## src/hdl/fnvd_pkg.sv

```systemverilog
// ----------------------------------------------------------------------------
// fnvd_pkg
// Shared constants, datapath command/status types and FNV helper functions
// for the canonical FNV-1a digest block.
// ----------------------------------------------------------------------------
package fnvd_pkg;

    localparam int DATA_W        = 64;
    localparam int COUNT_W       = 4;
    localparam int IN_TDATA_W    = 72;
    localparam int OUT_TDATA_W   = 128;
    localparam int MAX_BYTES_DEF = 8;

    localparam logic [63:0] FNV_BASIS = 64'hCBF29CE484222325;
    localparam logic [63:0] FNV_PRIME = 64'h00000100000001B3;
    localparam logic [63:0] ALT_BASIS = 64'h84222325CBF29CE4;
    localparam logic [63:0] MIX_MULT  = 64'hBF58476D1CE4E5B9;
    localparam int          MIX_SHIFT_A = 29;
    localparam int          MIX_SHIFT_B = 32;

    typedef enum logic [2:0] {
        OP_NONE,
        OP_LOAD,
        OP_ABSORB,
        OP_MIX,
        OP_MUL0,
        OP_MUL1,
        OP_MUL2,
        OP_FINISH
    } t_dp_op;

    typedef struct packed {
        t_dp_op op;
    } t_dp_cmd;

    typedef struct packed {
        logic cnt_zero;
        logic cnt_one;
        logic last;
    } t_dp_sts;

    // Multiply by the FNV prime: 2^40 + 0x1B3, so a shift plus a narrow product.
    function automatic logic [63:0] fnv_mul_prime(input logic [63:0] x);
        logic [63:0] lo_part;
        lo_part = x * 64'h00000000000001B3;
        return (x << 40) + lo_part;
    endfunction

    function automatic logic [63:0] fnv_absorb(input logic [63:0] h, input logic [7:0] b);
        return fnv_mul_prime(h ^ {56'b0, b});
    endfunction

    function automatic logic [63:0] mix_pre(input logic [63:0] h);
        logic [63:0] t;
        t = fnv_mul_prime(h ^ ALT_BASIS);
        return t ^ (t >> MIX_SHIFT_A);
    endfunction

endpackage

```

## src/hdl/fnvd_ctrl.sv

```systemverilog
// ----------------------------------------------------------------------------
// fnvd_ctrl
// Sequencer for the digest block: accepts beats, steps byte absorption,
// runs the multi-cycle mix and owns the output valid.
// ----------------------------------------------------------------------------
module fnvd_ctrl (
    input  logic              i_clk,
    input  logic              i_rst_n,
    input  logic              i_s_tvalid,
    output logic              o_s_tready,
    output logic              o_m_tvalid,
    input  logic              i_m_tready,
    input  fnvd_pkg::t_dp_sts i_sts,
    output fnvd_pkg::t_dp_cmd o_cmd
);
    import fnvd_pkg::*;

    typedef enum logic [2:0] {
        ST_IDLE,
        ST_ABSORB,
        ST_MIX,
        ST_MUL0,
        ST_MUL1,
        ST_MUL2,
        ST_FINISH
    } t_state;

    t_state r_state, n_state;
    logic   r_out_valid, n_out_valid;
    logic   out_free;

    assign out_free   = !r_out_valid || i_m_tready;
    assign o_s_tready = (r_state == ST_IDLE);
    assign o_m_tvalid = r_out_valid;

    always_comb begin
        n_state     = r_state;
        n_out_valid = r_out_valid && !i_m_tready;
        o_cmd.op    = OP_NONE;
        unique case (r_state)
            ST_IDLE: begin
                if (i_s_tvalid) begin
                    o_cmd.op = OP_LOAD;
                    n_state  = ST_ABSORB;
                end
            end
            ST_ABSORB: begin
                if (!i_sts.cnt_zero) begin
                    o_cmd.op = OP_ABSORB;
                end
                if (i_sts.cnt_zero || i_sts.cnt_one) begin
                    n_state = i_sts.last ? ST_MIX : ST_IDLE;
                end
            end
            ST_MIX: begin
                o_cmd.op = OP_MIX;
                n_state  = ST_MUL0;
            end
            ST_MUL0: begin
                o_cmd.op = OP_MUL0;
                n_state  = ST_MUL1;
            end
            ST_MUL1: begin
                o_cmd.op = OP_MUL1;
                n_state  = ST_MUL2;
            end
            ST_MUL2: begin
                o_cmd.op = OP_MUL2;
                n_state  = ST_FINISH;
            end
            ST_FINISH: begin
                if (out_free) begin
                    o_cmd.op    = OP_FINISH;
                    n_out_valid = 1'b1;
                    n_state     = ST_IDLE;
                end
            end
            default: n_state = ST_IDLE;
        endcase
    end

    always_ff @(posedge i_clk) begin
        if (!i_rst_n) begin
            r_state     <= ST_IDLE;
            r_out_valid <= 1'b0;
        end else begin
            r_state     <= n_state;
            r_out_valid <= n_out_valid;
        end
    end

    a_finish_slot_free: assert property (@(posedge i_clk) disable iff (!i_rst_n)
        (o_cmd.op == OP_FINISH) |-> out_free)
        else $error("digest written over a pending result");

    a_finish_sets_valid: assert property (@(posedge i_clk) disable iff (!i_rst_n)
        (o_cmd.op == OP_FINISH) |=> r_out_valid)
        else $error("digest not presented after finish");

    a_accept_starts_absorb: assert property (@(posedge i_clk) disable iff (!i_rst_n)
        (i_s_tvalid && o_s_tready) |=> (r_state == ST_ABSORB))
        else $error("accepted beat not absorbed");

    a_absorb_needs_bytes: assert property (@(posedge i_clk) disable iff (!i_rst_n)
        (o_cmd.op == OP_ABSORB) |-> !i_sts.cnt_zero)
        else $error("absorb issued with no bytes left");

endmodule

```

## src/hdl/fnvd_dp.sv

```systemverilog
// ----------------------------------------------------------------------------
// fnvd_dp
// Datapath: hash state, byte shifter, mix registers and one shared
// 32x32 multiplier for the high-half mix.
// ----------------------------------------------------------------------------
module fnvd_dp #(
    parameter int MAX_BYTES_PER_ITEM = fnvd_pkg::MAX_BYTES_DEF
) (
    input  logic                          i_clk,
    input  logic                          i_rst_n,
    input  fnvd_pkg::t_dp_cmd             i_cmd,
    input  logic [fnvd_pkg::DATA_W-1:0]   i_data,
    input  logic [fnvd_pkg::COUNT_W-1:0]  i_count,
    input  logic                          i_last,
    output fnvd_pkg::t_dp_sts             o_sts,
    output logic [63:0]                   o_digest_lo,
    output logic [63:0]                   o_digest_hi
);
    import fnvd_pkg::*;

    localparam int DataW = MAX_BYTES_PER_ITEM * 8;
    localparam int CntW  = $clog2(MAX_BYTES_PER_ITEM + 1);

    logic [63:0]      r_hash;
    logic [DataW-1:0] r_data;
    logic [CntW-1:0]  r_cnt;
    logic             r_last;
    logic [63:0]      r_mix;
    logic [63:0]      r_acc;
    logic [63:0]      r_dig_lo;
    logic [63:0]      r_dig_hi;

    logic [CntW-1:0]  load_cnt;
    logic [31:0]      mul_a;
    logic [31:0]      mul_b;
    logic [63:0]      mul_p;

    assign load_cnt = (i_count > COUNT_W'(MAX_BYTES_PER_ITEM)) ?
                      CntW'(MAX_BYTES_PER_ITEM) : i_count[CntW-1:0];

    assign mul_a = (i_cmd.op == OP_MUL2) ? r_mix[63:32] : r_mix[31:0];
    assign mul_b = (i_cmd.op == OP_MUL1) ? MIX_MULT[63:32] : MIX_MULT[31:0];
    assign mul_p = {32'b0, mul_a} * {32'b0, mul_b};

    assign o_sts.cnt_zero = (r_cnt == '0);
    assign o_sts.cnt_one  = (r_cnt == CntW'(1));
    assign o_sts.last     = r_last;
    assign o_digest_lo    = r_dig_lo;
    assign o_digest_hi    = r_dig_hi;

    always_ff @(posedge i_clk) begin
        if (!i_rst_n) begin
            r_hash <= FNV_BASIS;
        end else begin
            unique case (i_cmd.op)
                OP_ABSORB: r_hash <= fnv_absorb(r_hash, r_data[7:0]);
                OP_FINISH: r_hash <= FNV_BASIS;
                default:   r_hash <= r_hash;
            endcase
        end
    end

    always_ff @(posedge i_clk) begin
        unique case (i_cmd.op)
            OP_LOAD: begin
                r_data <= i_data[DataW-1:0];
                r_cnt  <= load_cnt;
                r_last <= i_last;
            end
            OP_ABSORB: begin
                r_data <= r_data >> 8;
                r_cnt  <= r_cnt - CntW'(1);
            end
            OP_MIX: r_mix <= mix_pre(r_hash);
            OP_MUL0: r_acc <= mul_p;
            OP_MUL1: r_acc <= r_acc + {mul_p[31:0], 32'b0};
            OP_MUL2: r_acc <= r_acc + {mul_p[31:0], 32'b0};
            OP_FINISH: begin
                r_dig_lo <= r_hash;
                r_dig_hi <= r_acc ^ (r_acc >> MIX_SHIFT_B) ^ FNV_BASIS;
            end
            OP_NONE: begin
            end
            default: begin
            end
        endcase
    end

endmodule

```

## src/hdl/canonical_fnv1a_digest.sv

```systemverilog
// ----------------------------------------------------------------------------
// canonical_fnv1a_digest
// FNV-1a 64 absorber over a byte stream with a 128-bit digest on the last beat.
// ----------------------------------------------------------------------------
// An input beat carrying N bytes (byte_count saturated to MAX_BYTES_PER_ITEM)
// is loaded into the byte shifter and absorbed a byte at a time through the
// dependent xor-and-prime-multiply on the hash register. A beat with tlast set
// then runs the high-half mix, whose 64-bit product runs as three
// partial products through one 32x32 multiplier, and then loads the digest
// into the output register, where it waits while further beats are absorbed.
// tready is high only while no beat is being absorbed. After reset the hash
// holds the FNV-1a offset basis, and it returns there after each digest.
module canonical_fnv1a_digest #(
    parameter int MAX_BYTES_PER_ITEM = fnvd_pkg::MAX_BYTES_DEF
) (
    input  logic                              i_clk,
    input  logic                              i_rst_n,
    input  logic                              i_s_tvalid,
    output logic                              o_s_tready,
    input  logic [fnvd_pkg::IN_TDATA_W-1:0]   i_s_tdata,  // data_bytes, byte_count, pad
    input  logic                              i_s_tlast,
    output logic                              o_m_tvalid,
    input  logic                              i_m_tready,
    output logic [fnvd_pkg::OUT_TDATA_W-1:0]  o_m_tdata   // digest_lo, digest_hi
);
    import fnvd_pkg::*;

    t_dp_cmd     cmd;
    t_dp_sts     sts;
    logic [63:0] digest_lo;
    logic [63:0] digest_hi;

    fnvd_ctrl u_ctrl (
        .i_clk      (i_clk),
        .i_rst_n    (i_rst_n),
        .i_s_tvalid (i_s_tvalid),
        .o_s_tready (o_s_tready),
        .o_m_tvalid (o_m_tvalid),
        .i_m_tready (i_m_tready),
        .i_sts      (sts),
        .o_cmd      (cmd)
    );

    fnvd_dp #(
        .MAX_BYTES_PER_ITEM (MAX_BYTES_PER_ITEM)
    ) u_dp (
        .i_clk       (i_clk),
        .i_rst_n     (i_rst_n),
        .i_cmd       (cmd),
        .i_data      (i_s_tdata[DATA_W-1:0]),
        .i_count     (i_s_tdata[DATA_W+COUNT_W-1:DATA_W]),
        .i_last      (i_s_tlast),
        .o_sts       (sts),
        .o_digest_lo (digest_lo),
        .o_digest_hi (digest_hi)
    );

    assign o_m_tdata = {digest_hi, digest_lo};

endmodule
```

## config.mk

```make
export PLATFORM = sky130hd
export DESIGN_NAME = canonical_fnv1a_digest
export DESIGN_NICKNAME = d
export VERILOG_FILES = /design/src/hdl/fnvd_pkg.sv /design/src/hdl/fnvd_ctrl.sv /design/src/hdl/fnvd_dp.sv /design/src/hdl/canonical_fnv1a_digest.sv
export SDC_FILE = /design/constraint.sdc
export NUM_CORES = 2
export LEC_CHECK = 0
export ABC_AREA = 1
export BUFFER_PORTS_ARGS = -buffer_cell sky130_fd_sc_hd__buf_2
export CAP_MARGIN = 0
export CORE_MARGIN = 5
export CORE_UTILIZATION = 65
export CTS_CLUSTER_SIZE = 10
export DETAILED_ROUTE_END_ITERATION = 10
export HOLD_SLACK_MARGIN = 0.06
export PLACE_DENSITY_LB_ADDON = 0.3
export SYNTH_ARGS = -nofsm -noshare
export SYNTH_HDL_FRONTEND = slang
export SYNTH_SLANG_ARGS = --single-unit
```

## constraint.sdc

```tcl
create_clock -name i_clk -period 11.05 [get_ports i_clk]
set_clock_uncertainty 0.15 [all_clocks]
set_input_delay 1.105 -clock i_clk [delete_from_list [all_inputs] [get_ports i_clk]]
set_output_delay 1.105 -clock i_clk [all_outputs]
set_load 0.005 [all_outputs]
```

# After elaboration in Yosys (flattened, before gate mapping)
# Cells that the tools add are included.
# totals
register_bits,393
elab_cells,70
# op_classes
add_sub_neg,4
mul,3
magnitude_cmp,1
eq_ne,17
muxes,18
bitwise,5
reduce_logical,12
# op_table
op,count
one-hot mux 64 bit (2 select lines),3
adder 64 bit,3
multiplier 64 x 9 -> 64 bit (second input constant),2
multiplier 32 x 32 -> 64 bit,1
two-way mux 32 bit,2
XOR 64 x 32 -> 64 bit,1
XOR 64 x 35 -> 64 bit,1
XOR 64 x 8 -> 64 bit,1
inverter 28 bit,2
one-hot mux 3 bit (7 select lines),2
equality test 3 bit (second input constant),7
equality test 3 x 2 -> 1 bit (second input constant),4
two-way mux 3 bit,4
one-hot mux 4 bit (2 select lines),1
equality test 3 x 1 -> 1 bit (second input constant),2
nonzero test 2 bit,3
equality test 4 x 1 -> 1 bit (second input constant),1
greater-than comparator 4 bit (second input constant),1
zero test 4 bit,1
two-way mux 2 bit,2
two-way mux 4 bit,1
!= test 2 x 1 -> 1 bit (second input constant),2
subtractor 4 x 1 -> 4 bit (second input constant),1
zero test 3 bit,1
7 further kinds,11

# Depth between registers and ports, before layout
# depth
depth_word,9
mapped_depth,45

# Cells and area by module
# From an unflattened synthesis, not the netlist that was laid out.
# unflattened
cells_unflattened,7785
hier_area_um2,67325.8
# by_module_without_submodules
module,n_inst,cells_each,area_per_inst_um2,seq_area_each_um2
fnvd_dp,1,7741,67044.3,11040.6
fnvd_ctrl,1,44,281.5,80.1

# Least setup slack after synthesis
# Ideal clock, no wire load.
# synth_timing
path_type,reg2reg
from,register u_ctrl.r_state[2]
to,"register u_dp.r_acc[63], data pin"
setup_time_ns,0.253
t_arrival_ns,8.094
required_ns,10.647
path_slack_ns,2.553
path_stages_with_launch,41
path_buffers,2
path_cell_list,dfxtp_1 -> inv_2 -> nor3_4 -> inv_2 -> buf_2 -> o21ai_2 -> nor2_1 -> inv_1 -> nand2_1 -> ha_1 -> clkbuf_1 -> fa_1 -> fa_1 -> inv_1 -> fa_1 -> inv_1 -> fa_1 -> inv_1 -> [... 5 more ...] -> nand2_1 -> nor2_1 -> nand2_1 -> nor2_1 -> nand2_1 -> nand3_1 -> xor2_1 -> inv_1 -> ha_1 -> nand2_1 -> nor2_1 -> inv_1 -> nor4_1 -> a21oi_1 -> nand3_1 -> nand2_1 -> nand2_1 -> nand2_1
# synth_between
elab_chain_cells,7
word_cells_on_any_way,17
classes_between,1 x add/sub; 1 x mul; 9 x eq/ne; 4 x mux; 2 x reduce/logical
# synth_rtl
item,line_no,source
from (decl),fnvd_ctrl.sv:28,"t_state r_state, n_state;"
from (signal assigned),fnvd_ctrl.sv:87,r_state <= n_state;
equality test 3 bit (tied with other cells),fnvd_ctrl.sv:40,unique case (r_state)
one-hot mux 3 bit (7 select lines) *,fnvd_ctrl.sv:40,
equality test 3 bit (on tied branches),"fnvd_dp.sv:41, fnvd_dp.sv:64, fnvd_dp.sv:42",
two-way mux 32 bit (on tied branches),"fnvd_dp.sv:41, fnvd_dp.sv:42",
multiplier 32 x 32 -> 64 bit,fnvd_dp.sv:43,"assign mul_p = {32'b0, mul_a} * {32'b0, mul_b};"
adder 64 bit,"fnvd_dp.sv:76, fnvd_dp.sv:77",
one-hot mux 64 bit (2 select lines) *,fnvd_dp.sv:64,unique case (i_cmd.op)
to (signal assigned),fnvd_dp.sv:75,OP_MUL0: r_acc <= mul_p;
to (signal assigned),fnvd_dp.sv:76,"OP_MUL1: r_acc <= r_acc + {mul_p[31:0], 32'b0};"
to (signal assigned),fnvd_dp.sv:77,"OP_MUL2: r_acc <= r_acc + {mul_p[31:0], 32'b0};"
to (decl),fnvd_dp.sv:29,logic [63:0] r_acc;
# Every way passes the cells marked *; elsewhere a longest branch is shown, timed or not.
# A chain may end at the register's enable or synchronous reset.

# Worst setup path in the final report
# layout_timing
from,register u_ctrl.r_state[2]
to,"register u_dp.r_acc[61], data pin"
# The elaborated chain is that of the path after synthesis.

==> impl_metrics.env <==
export IMPL_hold_buffers=0
export IMPL_gp_congestion=1.026
export IMPL_arrival_ns=10.88
export IMPL_critical_path_top_delay_family="adder cells"
export IMPL_grt_usage_pct=40.64
export IMPL_layout_drive_gt1_share_pct=5.604
export IMPL_drt_pass1_iter_count=6
export IMPL_final_period_utilization_pct=96.08
export IMPL_critPathMostFrequentCell="fa_1"
export IMPL_clock_sinks=393
export IMPL_place_ws_ns=0.6626
export IMPL_cts_buffers=48
export IMPL_fin_nets=10070
export IMPL_grt_max_degree=83
export IMPL_worst_hold_path_num_cells=2
export IMPL_startpoint="u_ctrl.r_state[2]"
export IMPL_cts_resized=0
export IMPL_synth_seq_cells=393
export IMPL_grt_pass1_vias=56950
export IMPL_core_area_um2=103100
export IMPL_fin_crit_ns=10.62
export IMPL_final_cells=9501
export IMPL_synth_cell_types=45
export IMPL_drt_wl_total_um=221200
export IMPL_wl_per_cell_um=23.29
export IMPL_worst_pin_slew_ns=1.332
export IMPL_grt_pass1_wl_um=334300
export IMPL_ioPinCount=207
export IMPL_clockRootBuffer="clkbuf_16"
export IMPL_postCtsSetupBuffers=0
export IMPL_antenna_found_initial=8
export IMPL_slew_viol_final=0
export IMPL_setup_worst_path_end_class="flip-flop"
export IMPL_crit_slowest_cell="o21ai_1"
export IMPL_worstReg2RegStart="u_ctrl.r_state[2]"
export IMPL_start_util_pct=65.21
export IMPL_path_class="flip-flop to flip-flop"
export IMPL_vias_per_cell=5.607
export IMPL_dp_hpwl_um=191500
export IMPL_fmax_mhz=94.19
export IMPL_rsz0062_at_grt="no"
export IMPL_ant_nets=0
export IMPL_critPathBufInv=8
export IMPL_drc=0
export IMPL_gr_total_overflow=0
export IMPL_r2r_setup_slack_ns=0.43
export IMPL_vias=53270
export IMPL_synth_cell_area_um2=67200
export IMPL_dieArea_um2=109900
export IMPL_min_path_type="flip-flop to flip-flop"
export IMPL_critPathMaxStageDelay_ns=0.75
export IMPL_fp_dieH_um=331.5
export IMPL_placed_cells=9414
export IMPL_synth_avg_cell_area_um2=8.633
export IMPL_synth_seq_area_share_pct=16.55
export IMPL_setup_slack_ns=0.4332
export IMPL_relSlewSlack_pct=10.90
export IMPL_yosys_warnings=0
export IMPL_fin_util_pct=69.84
export IMPL_fp_row_count=118
export IMPL_hp_start="u_dp.r_data[15]"
export IMPL_setup_viol=0
export IMPL_start_kind="flip-flop"
export IMPL_status="finished clean"
export IMPL_cp_depth=34
export IMPL_ctsHtreeMaxLevel=2
export IMPL_layout_common_cells="2111 x inv_1, 1428 x nand2_1, 1163 x fa_1, 749 x ha_1, 548 x nor2_1"
export IMPL_area_delta_synth_final_pct=7.095
export IMPL_drt_iter0_drc=4500
export IMPL_cts_clk_slew_worst_paths_ns=0.07
export IMPL_port_buffers=202
export IMPL_clock_path_buffers=3
export IMPL_r2r_end="u_dp.r_acc[61]"
export IMPL_max_cap_viol_count=0
export IMPL_fin_tns_setup_ns=0
export IMPL_hold_violations=0
export IMPL_reg2regPathDepth=34
export IMPL_die_w_um=331.5
export IMPL_required_ns=11.31
export IMPL_holdPathEnd="u_dp.r_data[7]"
export IMPL_clock_latency_ns=0.65
export IMPL_cp_max_fo=32
export IMPL_netlist_instances=7785
export IMPL_cts_tree="yes"
export IMPL_layout_commonest_cell="inv_1"
==> state kept, by name (all words and copies together), names as in the netlist <==
signal	cells
u_ctrl.r_state	3
u_dp.o_digest_hi	64
u_dp.r_data	64
u_dp.r_last	1
u_dp.r_hash	64
u_dp.r_acc	64
u_dp.r_mix	64
u_ctrl.o_m_tvalid	1
u_dp.r_cnt	4
u_dp.o_digest_lo	64
==> worst max-delay path by stage <==
stage / slack (ns) / end
finish: 0.43 / u_dp.r_acc[61]
global route: 0.13 / u_dp.r_acc[62]
CTS: 0.62 / u_dp.r_acc[62]
floorplan: 2.55 / u_dp.r_acc[63]
global placement: 0.71 / u_dp.r_acc[61]
detailed placement: 0.66 / u_dp.r_acc[62]
==> cell usage after synthesis (all sizes together) <==
library cell  count  area share (%)
xnor2            64            0.83
o21a             11            0.12
inv            2122              12
a21o             17            0.19
xor2             91             1.2
o31ai             4           0.045
a211oi            1           0.011
and3              3           0.028
o211ai            9            0.11
nand3b           23            0.26
nand3           281             2.1
nand2          1433             8.0
buf              18            0.14
conb              2           0.011
o21ai           227             1.8
o21bai           41            0.47
clkbuf           66            0.37
a31oi             7           0.088
xnor3             2           0.067
nor4              9           0.084
or2              36            0.34
fa             1163              35
dfxtp            68             2.0
a21boi           10            0.11
nor2            553             3.1
edfxtp          325              15
o22ai             1          0.0093
ha              749              14
nand4            56            0.52
and2              4           0.037
nor3             40            0.31
a21oi           349             2.6
==> kinds of logic after synthesis <==
group / after synthesis / synth area share (%)
other: 2 / 0.01117
xor gates and xnor gates: 157 / 2.087
buffers and inverters: 2206 / 12.37
AOI/OAI and AO/OA: 677 / 5.600
and+or+nand+nor: 2438 / 14.80
DFF: 393 / 16.55
adders and majority gates: 1912 / 48.59
==> per-stage QoR <==
stage,hold slack [ns],instance area [um2]
after floorplan,0.3037,67320
after global placement,0.3428,70510
after detailed placement,0.3489,70510
after CTS,0.3614,71970
after global routing,0.3734,71970
final,0.3607,71970
==> worst register-to-register path: cells and delay by family, from the launching register on <==
| kind | cells | cell delay [ns] |
|---|---|---|
| fa+ha+maj | 10 | 4.46 |
| flops | 1 | 0.49 |
| compound gates | 7 | 1.90 |
| buf+inv | 8 | 1.35 |
| simple gates | 7 | 1.43 |
| xor+xnor | 2 | 0.61 |
==> cell type report <==
class,count,area [um2]
Multi-Input combinational cell,5217,47930
Fill cell,8177,31080
Sequential cell,393,11120
Inverter,2122,7966
Timing Repair Buffer,302,1774
Tap cell,1380,1727
Clock buffer,73,1315
Clock inverter,12,138.9
Antenna cell,2,5.005
==> layer usage <==
metal / routed length, um / GRT usage [%] / share of wire (%) / up-vias
met1: 75960 / 45.55 / 34 / 25700
met2: 105000 / 67.91 / 47 / 2502
met4: 23380 / 32.60 / 11 / 8
met5: 46 / 0 / 0.021 / -
met3: 16840 / 7.976 / 7.6 / 909
li1: - / - / - / 24150
Power is left out: the tool's default activity adds up to more than one toggle a clock period on the data nets, which glitch-free logic cannot reach.
